===== config.mk =====
export PLATFORM = sky130hd
export DESIGN_NAME = lust_ram
export DESIGN_NICKNAME = d
export VERILOG_FILES = /design/src/rtl/lust_ram.sv
export SDC_FILE = /design/constraint.sdc
export NUM_CORES = 2
export LEC_CHECK = 0
export ABC_AREA = 1
export ABC_CLOCK_PERIOD_IN_PS = 9200
export BUFFER_PORTS_ARGS = -buffer_cell sky130_fd_sc_hd__buf_4
export CORE_MARGIN = 2
export CORE_UTILIZATION = 30
export DETAILED_ROUTE_END_ITERATION = 6
export PLACE_DENSITY = 0.47
export SYNTH_ARGS = -nofsm -noshare
export SYNTH_HDL_FRONTEND = slang
export SYNTH_SLANG_ARGS = --single-unit

===== constraint.sdc =====
create_clock -name i_clk -period 9.2 [get_ports i_clk]
set_input_delay 0.92 -clock i_clk [delete_from_list [all_inputs] [get_ports i_clk]]
set_output_delay 0.92 -clock i_clk [all_outputs]
set_load 0.02 [all_outputs]

===== src/rtl/lust_ram.sv =====
// Generic single write, single read port RAM with registered read data.
module lust_ram #(
    parameter int DEPTH = 64,
    parameter int WIDTH = 32
) (
    input  logic                     i_clk,
    input  logic                     i_we,
    input  logic [$clog2(DEPTH)-1:0] i_waddr,
    input  logic [WIDTH-1:0]         i_wdata,
    input  logic [$clog2(DEPTH)-1:0] i_raddr,
    output logic [WIDTH-1:0]         o_rdata
);
    logic [WIDTH-1:0] r_mem [DEPTH];

    always_ff @(posedge i_clk) begin
        if (i_we) r_mem[i_waddr] <= i_wdata;
        o_rdata <= r_mem[i_raddr];
    end
endmodule


==> impl_metrics.env <==
export IMPL_crit_family="buffers and inverters"
export IMPL_crit_type="in2reg"
export IMPL_use_met1=0.259
export IMPL_dr_pass1_iters=5
export IMPL_met2_usage=0.309
export IMPL_routedWlPerCell_um=25.2
export IMPL_drt_initial_drc_count=5402
export IMPL_place_area_um2=87200
export IMPL_hold_viol_final=0
export IMPL_top_usage_layer="met2"
export IMPL_vias=53249
export IMPL_drc_errors=0
export IMPL_hpwlAfterDp_mm=131
export IMPL_worst_endpoint_required_ns=9.95
export IMPL_design_area_um2=94100
export IMPL_power_uw=20300
export IMPL_grt_usage=0.188
export IMPL_holdBufCountCts=0
export IMPL_grt_max_degree=201
export IMPL_pin_count=78
export IMPL_htree_levels=4
export IMPL_crit_chain="buf_8 -> buf_12 -> buf_12 -> nand2_1 -> nand3_1 -> nand3_1 -> nand3_1 -> nand3_1 -> nand2_1 -> nand2_1 -> nand2_1"
export IMPL_cts_setup_buffers=0
export IMPL_path_buf_inv=3
export IMPL_path_max_fanout=198
export IMPL_min_period_ns=3.88
export IMPL_drive_gt1_frac=0.0797
export IMPL_crit_arrival_ns=4.63
export IMPL_placementRows=192
export IMPL_cp_slowest_stage_delay_ns=0.66
export IMPL_yosys_warnings=0
export IMPL_via_per_inst=5.02
export IMPL_wirelength_mm=268
export IMPL_met3_usage=0.0235
export IMPL_multiInputGateArea_um2=18800
export IMPL_fin_setup_tns_ns=0
export IMPL_setup_viol=0
export IMPL_ys_seq_area_frac=0.751
export IMPL_nets=6778
export IMPL_p_leak_uw=0.0323
export IMPL_slew_headroom=0.182
export IMPL_final_max_slew_viol_count=0
export IMPL_cts_buffer_depth=3
export IMPL_syn_to_final_growth_pct=13.7
export IMPL_nFillCells=26829
export IMPL_drv_cap=0
export IMPL_p_per_area_nw_per_um2=216
export IMPL_end_kind="flip-flop"
export IMPL_start_kind="input pin"
export IMPL_die_area_um2=280000
export IMPL_outcome="complete, no violations"
export IMPL_cts_tree="yes"
export IMPL_clkTransAtPathRegs_ns=0.06
export IMPL_post_route_period_util=0.422
export IMPL_syn_area_per_cell_um2=12.2
export IMPL_rsz0062_at_grt="no"
export IMPL_numPortBuffers=77
export IMPL_insertion_delay_ns=0.85
export IMPL_regArea_um2=62100
export IMPL_worstMarginPinSlew_ns=1.23
export IMPL_hp_class="in2reg"
export IMPL_core_um2=274000
export IMPL_crit_slowest_cell="buf_12"
export IMPL_die_w_um=529
export IMPL_fmax_mhz=258
export IMPL_syn_nets=6815
export IMPL_die_h_um=529
export IMPL_ys_ff_latch=2080
export IMPL_grt_pass1_wl_mm=381
export IMPL_syn_inst=6769
export IMPL_initial_core_util=0.302
export IMPL_cts_sinks=2080
export IMPL_skew_ns=0.0308
export IMPL_syn_area_um2=82700
export IMPL_gr_total_overflow=0
export IMPL_synth_cell_type_count=16
export IMPL_antenna_found_initial=11
export IMPL_gp_congestion=0.756
export IMPL_utilization=0.343
export IMPL_grt_pass1_vias=50791
export IMPL_antenna_left=0
export IMPL_ctsResizeCount=0
export IMPL_numCtsBuffers=220
export IMPL_vdd_ir_drop_max_mv=0.203
export IMPL_cts_root_buf="clkbuf_16"
[worst reg2reg max path, stage by stage (launching register included)]
cell	delay [ns]
edfxtp_1	0.36
nand2_1	0.07
nand3_1	0.10
nand3_1	0.15
nand3_1	0.10
nand3_1	0.19
nand2_1	0.09
nand2_1	0.29
nand2_1	0.28
[cell type report]
class | count | share of cell area
repair buffers | 190 | 0.0170
well taps | 3686 | 0.0490
inverters | 12 | 0.000877
diodes | 8 | 0.000213
multi-input cells | 4228 | 0.199
clock buffers | 297 | 0.0643
flip-flops and latches | 2080 | 0.660
clock inverters | 109 | 0.00889
[registers in the layout, indices dropped and copies added, names as in the netlist]
signal and count:
r_mem 2048, o_rdata 32
[Yosys cell counts (all sizes together)]
cell type,instances,area share
buf,372,0.024
clkbuf,77,0.0035
dfxtp,32,0.0077
edfxtp,2048,0.74
inv,12,0.00057
nand2,2248,0.10
nand3,1907,0.12
nand4,9,0.00068
nor2,56,0.0025
nor4,8,0.00060
[cells in the final DEF, fill, tap and decap left out, drive strengths merged, types with 9 or more instances in the layout]
cell type | synthesis | final
nand3 | 1907 | 1907
buf | 372 | 190
inv | 12 | 19
edfxtp | 2048 | 2048
clkbuf | 77 | 297
bufinv | 0 | 9
nand4 | 9 | 9
nor2 | 56 | 56
dfxtp | 32 | 32
clkinv | 0 | 89
nand2 | 2248 | 2248
[layer usage]
metal	up-vias	routed length (µm)
met4	2	7230
met5	-	14
met3	343	14300
li1	24089	-
met2	1645	128000
met1	27170	118000
[final timing paths]
path,from,cells after the start,endpoint,slack (ns)
worst max-delay path,i_raddr[0],11,o_rdata[18],5.32
worst min register to register,r_mem[8][13],8,o_rdata[13],0.80
worst min-delay path,i_wdata[11],1,r_mem[59][11],0.60
worst max register to register,r_mem[36][18],8,o_rdata[18],7.37
[metrics by stage]
step	worst slack, ns	instances	hold WS (ns)
finish	5.32	10610	0.603
global route	5.28	10605	0.605
CTS	5.50	10602	0.562
detailed placement	4.58	10196	0.787
global placement	4.54	10196	0.783
floorplan	4.15	6769	0.721
[cells by family (layout without fill, tap and decap cells)]
kind of cell | after synthesis | after routing | synth area share
buffers and inverters | 461 | 608 | 0.0278
flip-flops | 2080 | 2080 | 0.751
other | 0 | 8 | 0
AND/OR/NAND/NOR | 4228 | 4228 | 0.221
[where the power goes]
part | internal, µW | leakage, µW | total [µW] | switching, µW
logic | 281 | 0.0102 | 1210 | 930
clock network | 4840 | 0.00336 | 8550 | 3710
registers | 10500 | 0.0187 | 10500 | 56.0
Power figures use the tool's default switching activity.
