## config.mk

```make
export PLATFORM = sky130hd
export DESIGN_NAME = lust_cfg
export DESIGN_NICKNAME = d
export VERILOG_FILES = /design/src/rtl/lust_pkg.sv /design/src/rtl/lust_cfg.sv
export SDC_FILE = /design/constraint.sdc
export NUM_CORES = 1
export LEC_CHECK = 0
export CAP_MARGIN = 10
export CORE_ASPECT_RATIO = 0.9
export CORE_MARGIN = 2
export CORE_UTILIZATION = 42
export DETAILED_ROUTE_END_ITERATION = 12
export DONT_BUFFER_PORTS = 1
export SLEW_MARGIN = 10
export SYNTH_ARGS = -nofsm -noshare
export SYNTH_HDL_FRONTEND = slang
export SYNTH_SLANG_ARGS = --single-unit
```

## constraint.sdc

```tcl
create_clock -name i_clk -period 1.35 [get_ports i_clk]
set_clock_uncertainty 0.05 [all_clocks]
set_input_delay 0.27 -clock i_clk [delete_from_list [all_inputs] [get_ports i_clk]]
set_output_delay 0.27 -clock i_clk [all_outputs]
set_load 0.01 [all_outputs]
```

## src/rtl/lust_pkg.sv

```systemverilog
// Shared types, constants and helper functions of the logistic SGD trainer.
package lust_pkg;

    localparam int MAX_FEATURES = 64;
    localparam int SIG_DEPTH    = 1024;
    localparam int ADDR_W       = (MAX_FEATURES > 1) ? $clog2(MAX_FEATURES) : 1;
    localparam int SIG_AW       = $clog2(SIG_DEPTH);

    localparam logic [6:0]  BIAS_ADDR = 7'd64;
    localparam logic [6:0]  MAX_CNT   = 7'(MAX_FEATURES);
    localparam logic [16:0] ONE_Q16   = 17'h10000;

    localparam logic [1:0] KIND_TRAIN = 2'd0;
    localparam logic [1:0] KIND_PRED  = 2'd1;
    localparam logic [1:0] KIND_WRITE = 2'd2;
    localparam logic [1:0] KIND_READ  = 2'd3;

    localparam logic [1:0] RES_PRED   = 2'd0;
    localparam logic [1:0] RES_WEIGHT = 2'd1;
    localparam logic [1:0] RES_ERROR  = 2'd2;

    localparam logic [1:0] REG_LEARN  = 2'd0;
    localparam logic [1:0] REG_DECAY  = 2'd1;
    localparam logic [1:0] REG_COUNT  = 2'd2;

    typedef struct packed {
        logic [1:0]         kind;
        logic [6:0]         index;
        logic signed [31:0] value;
        logic [16:0]        label;
        logic               last;
    } t_in_req;

    typedef struct packed {
        logic [1:0]         result_kind;
        logic [16:0]        prediction;
        logic signed [31:0] weight_value;
    } t_out_rsp;

    typedef struct packed {
        logic [15:0] learn_rate;
        logic [15:0] decay_rate;
        logic [6:0]  feature_count;
    } t_cfg;

    typedef logic [16:0] t_sig_rom [SIG_DEPTH];

    // shift-subtract quotient, only evaluated while the table is built
    function automatic longint unsigned f_udiv64(longint unsigned n, longint unsigned d);
        longint unsigned q;
        longint unsigned r;
        q = 64'd0;
        r = 64'd0;
        for (int b = 63; b >= 0; b--) begin
            r = {r[62:0], n[b]};
            q = q << 1;
            if (r >= d) begin
                r    = r - d;
                q[0] = 1'b1;
            end
        end
        return q;
    endfunction

    // sigmoid at bin centers, Q1.31 exp(-u) by Taylor series then squared three times
    function automatic t_sig_rom f_build_rom();
        t_sig_rom          rom;
        longint unsigned   u;
        longint unsigned   term;
        longint            sum;
        longint unsigned   e;
        longint unsigned   d;
        for (int i = 0; i < SIG_DEPTH; i++) begin
            u    = (longint'(2 * i + 1) << 30) >> SIG_AW;
            term = 64'd1 << 31;
            sum  = 64'sd1 <<< 31;
            for (int k = 1; k <= 24; k++) begin
                term = f_udiv64((term * u) >> 31, 64'(k));
                if ((k & 1) == 1) sum = sum - longint'(term);
                else sum = sum + longint'(term);
            end
            e = (sum < 0) ? 64'd0 : longint'(sum);
            for (int k = 0; k < 3; k++) e = (e * e) >> 31;
            d = (64'd1 << 31) + e;
            rom[i] = 17'(f_udiv64((64'd1 << 47) + (d >> 1), d));
        end
        return rom;
    endfunction

    function automatic logic signed [63:0] f_sat_add64(logic signed [63:0] a,
                                                       logic signed [63:0] b);
        logic signed [64:0] s;
        s = 65'(a) + 65'(b);
        if (s[64] != s[63]) return s[64] ? {1'b1, 63'd0} : {1'b0, {63{1'b1}}};
        return s[63:0];
    endfunction

    function automatic logic signed [31:0] f_sat32(logic signed [39:0] v);
        if (v > 40'sh007FFFFFFF) return 32'sh7FFFFFFF;
        if (v < -40'sh0080000000) return 32'sh80000000;
        return v[31:0];
    endfunction

endpackage

```

## src/rtl/lust_cfg.sv

```systemverilog
// APB configuration registers: learn rate, decay rate, feature count.
module lust_cfg (
    input  logic               i_clk,
    input  logic               i_rst_n,
    input  logic               psel,
    input  logic               penable,
    input  logic               pwrite,
    input  logic [3:0]         paddr,
    input  logic [31:0]        pwdata,
    output logic [31:0]        prdata,
    output logic               pready,
    output lust_pkg::t_cfg     o_cfg
);
    import lust_pkg::*;

    t_cfg r_cfg;
    logic wr;

    assign wr     = psel && penable && pwrite;
    assign pready = 1'b1;
    assign o_cfg  = r_cfg;

    always_ff @(posedge i_clk) begin
        if (!i_rst_n) begin
            r_cfg.learn_rate    <= 16'd3277;
            r_cfg.decay_rate    <= 16'd7;
            r_cfg.feature_count <= 7'd64;
        end else if (wr) begin
            case (paddr[3:2])
                REG_LEARN: r_cfg.learn_rate    <= pwdata[15:0];
                REG_DECAY: r_cfg.decay_rate    <= pwdata[15:0];
                REG_COUNT: r_cfg.feature_count <= pwdata[6:0];
                default: ;
            endcase
        end
    end

    always_comb begin
        case (paddr[3:2])
            REG_LEARN: prdata = {16'd0, r_cfg.learn_rate};
            REG_DECAY: prdata = {16'd0, r_cfg.decay_rate};
            REG_COUNT: prdata = {25'd0, r_cfg.feature_count};
            default:   prdata = 32'd0;
        endcase
    end
endmodule

```

==> impl_metrics.ini <==
[run_status]
status = finished, final reports clean

[clocking]
clk_pin_slew_worst_paths_ps = 70
cts_resized = 18
h-tree-depth = 2
cts_setup_buffers = 0
clockRootBuffer = clkbuf_8
cts_buffer_depth = 2
clkSinkCount = 39
numCtsBuffers = 5
cts_tree = yes
ctsHoldBuffers = 0
clk_latency_ps = 280

[logic_synthesis]
yosysWarnings = 0
yosysTopAreaCellShare = 0.3912
avgSynthCellArea_um2 = 9.071
synthTopCellsByArea = dfxtp_1 39%, mux2i_1 28%, nand2_1 9.6%, buf_4 7.1%, nor2b_1 6.3%
syn_inst = 220
ys_types = 16
synth_edf_count = 0
syn_area_mm2 = 0.001996
ys_seq_elements = 39
async_reset_ff_frac = 0
synth_top_area_cell = dfxtp_1
synth_flop_cell = dfxtp_1
ys_seq_area_frac = 0.3912

[grt]
grt_pass1_wl_um = 6672
antenna_found_initial = 0
track_usage = 0.1597
overflow = 0
grt_start_max_net_pins = 64
grt_pass1_vias = 1287

[routing]
wl_per_cell_um = 14.83
wl_um = 4181
drc = 0
num_vias = 1395
drtPass1Iterations = 2
ant_nets = 0
via_per_inst = 4.947
drt_iter0_markers = 11

[hold_path]
worstHoldStart = pwdata[10]
hp-class = in -> reg

[sta]
max_freq_mhz = 766.5
maxSlewViolCount = 0
rsz0062_at_grt = yes
finalCriticalPeriod_ps = 1305
finalHoldViolCount = 0
setup_ws_ps = 45.29
setup_viol = 0
finalCritPeriodShare = 0.9665

[critical_path]
reg2reg_slack_ps = 600
worst-r2r-cell-count = 2
cp-start-kind = flop
path_class = reg -> out
r2r-start = o_cfg[0]
crit_path_end_kind = primary output
crit_start = o_cfg[8]
r2r_end = o_cfg[0]
worstPathRequired_ps = 1030
cp_max_fo = 3
arrival_ps = 980
crit_end = prdata[1]

[placement]
portBuffers = 0
gp_congestion = 0.6501
dp_hpwl_um = 2872
dp_cells = 275
place_ws_ps = 54.93

[floorplanning]
rows = 23
die_h_um = 69.40
coreArea_mm2 = 0.004518
initial_core_util = 0.4417
pin_count = 113
die_width_um = 76.66
dieArea_mm2 = 0.005320

[pwr]
power.total_mw = 2.107
p_leak_nw = 0.8197
vdd_drop_max_mv = 0.5096
power_density_mw_per_mm2 = 982.4

[final_layout]
largest_reg_flops = 39
final_cells = 282
fin_nets = 261
final_util = 0.4747
final.fill_count = 459
syn_to_final_growth_pct = 7.461
drive_gt1_frac = 0.2136
ff_latch_area_um2 = 808.3
antenna-diode-count = 0
multi_input_area_mm2 = 0.001084

[job]
drv_cap = 0
cells by family (layout without fill, tap and decap cells):
family                 Yosys count  count (layout)  share of synthesized area
AND/OR/NAND/NOR                 85              85                     0.2031
other                            2              17                   0.003763
AO/OA/AOI/OAI                    7               7                    0.01755
flip-flops                      39              39                     0.3912
multiplexers                    55              55                     0.2759
buffers and inverters           32              17                     0.1085
through the flow:
step                area (um2)  hold slack (ps)  TNS, ps
detailed placement        2001            375.3        0
floorplan                 2052            362.1        0
global route              2145            63.77   -11.43
CTS                       2120            63.51        0
global placement          2001            364.4        0
finish                    2145            67.81        0
worst max-delay path, stage by stage (launching register included):
cell	delay (ps)
dfxtp_4	360
mux2i_1	130
o21ai_1	70
buf_4	140
how the worst min path moves through the flow:
stage / to / depth (start not counted) / slack [ps]
2_1_floorplan: o_cfg[13] / 2 / 360
3_3_place_gp: o_cfg[0] / 2 / 360
3_5_place_dp: o_cfg[17] / 2 / 380
4_1_cts: o_cfg[24] / 2 / 60
5_1_grt: o_cfg[14] / 2 / 60
6_report: o_cfg[17] / 2 / 70
metal layers:
| layer | GRT usage | part of all wire | vias up |
|---|---|---|---|
| li1 | - | - | 684 |
| met1 | 0.1942 | 0.44 | 649 |
| met2 | 0.2485 | 0.47 | 57 |
| met3 | 0.06641 | 0.074 | 5 |
| met4 | 0.06667 | 0.013 | 0 |
| met5 | 0 | 0 | - |
layout make-up:
cell class	instances	share of cell area
Clock buffer	6	0.03851
Clock inverter	1	0.002334
Tap cell	62	0.03617
Sequential cell	39	0.3769
Multi-Input combinational cell	164	0.5053
Timing Repair Buffer	10	0.04084
Yosys cell counts (2+ instances only):
| cell type | n |
|---|---|
| mux2i_1 | 55 |
| nand2_1 | 51 |
| dfxtp_1 | 39 |
| nor2b_1 | 20 |
| buf_4 | 19 |
| nor2_1 | 9 |
| clkbuf_1 | 8 |
| o21ai_0 | 7 |
| buf_6 | 3 |
| buf_2 | 2 |
| conb_1 | 2 |
power by group:
part	total (mW)	internal, mW	switching [mW]
registers	1.18	1.16	0.0201
clock network	0.773	0.401	0.373
logic	0.151	0.0693	0.0816
total	2.11	1.63	0.474
cells in the final DEF, fill, tap and decap left out:
cell type,n
nor3b_2,1
nor2b_1,20
nand3_2,1
nor3b_1,1
dfxtp_1,21
nor2_1,5
buf_12,1
clkinv_2,1
conb_1,17
nor3_4,1
nor2_2,4
o21ai_1,2
nand2_1,51
buf_4,9
mux2i_1,55
dfxtp_2,16
clkbuf_8,6
dfxtp_4,2
o21ai_2,5
or3b_1,1
(Power assumes the default switching activity.)
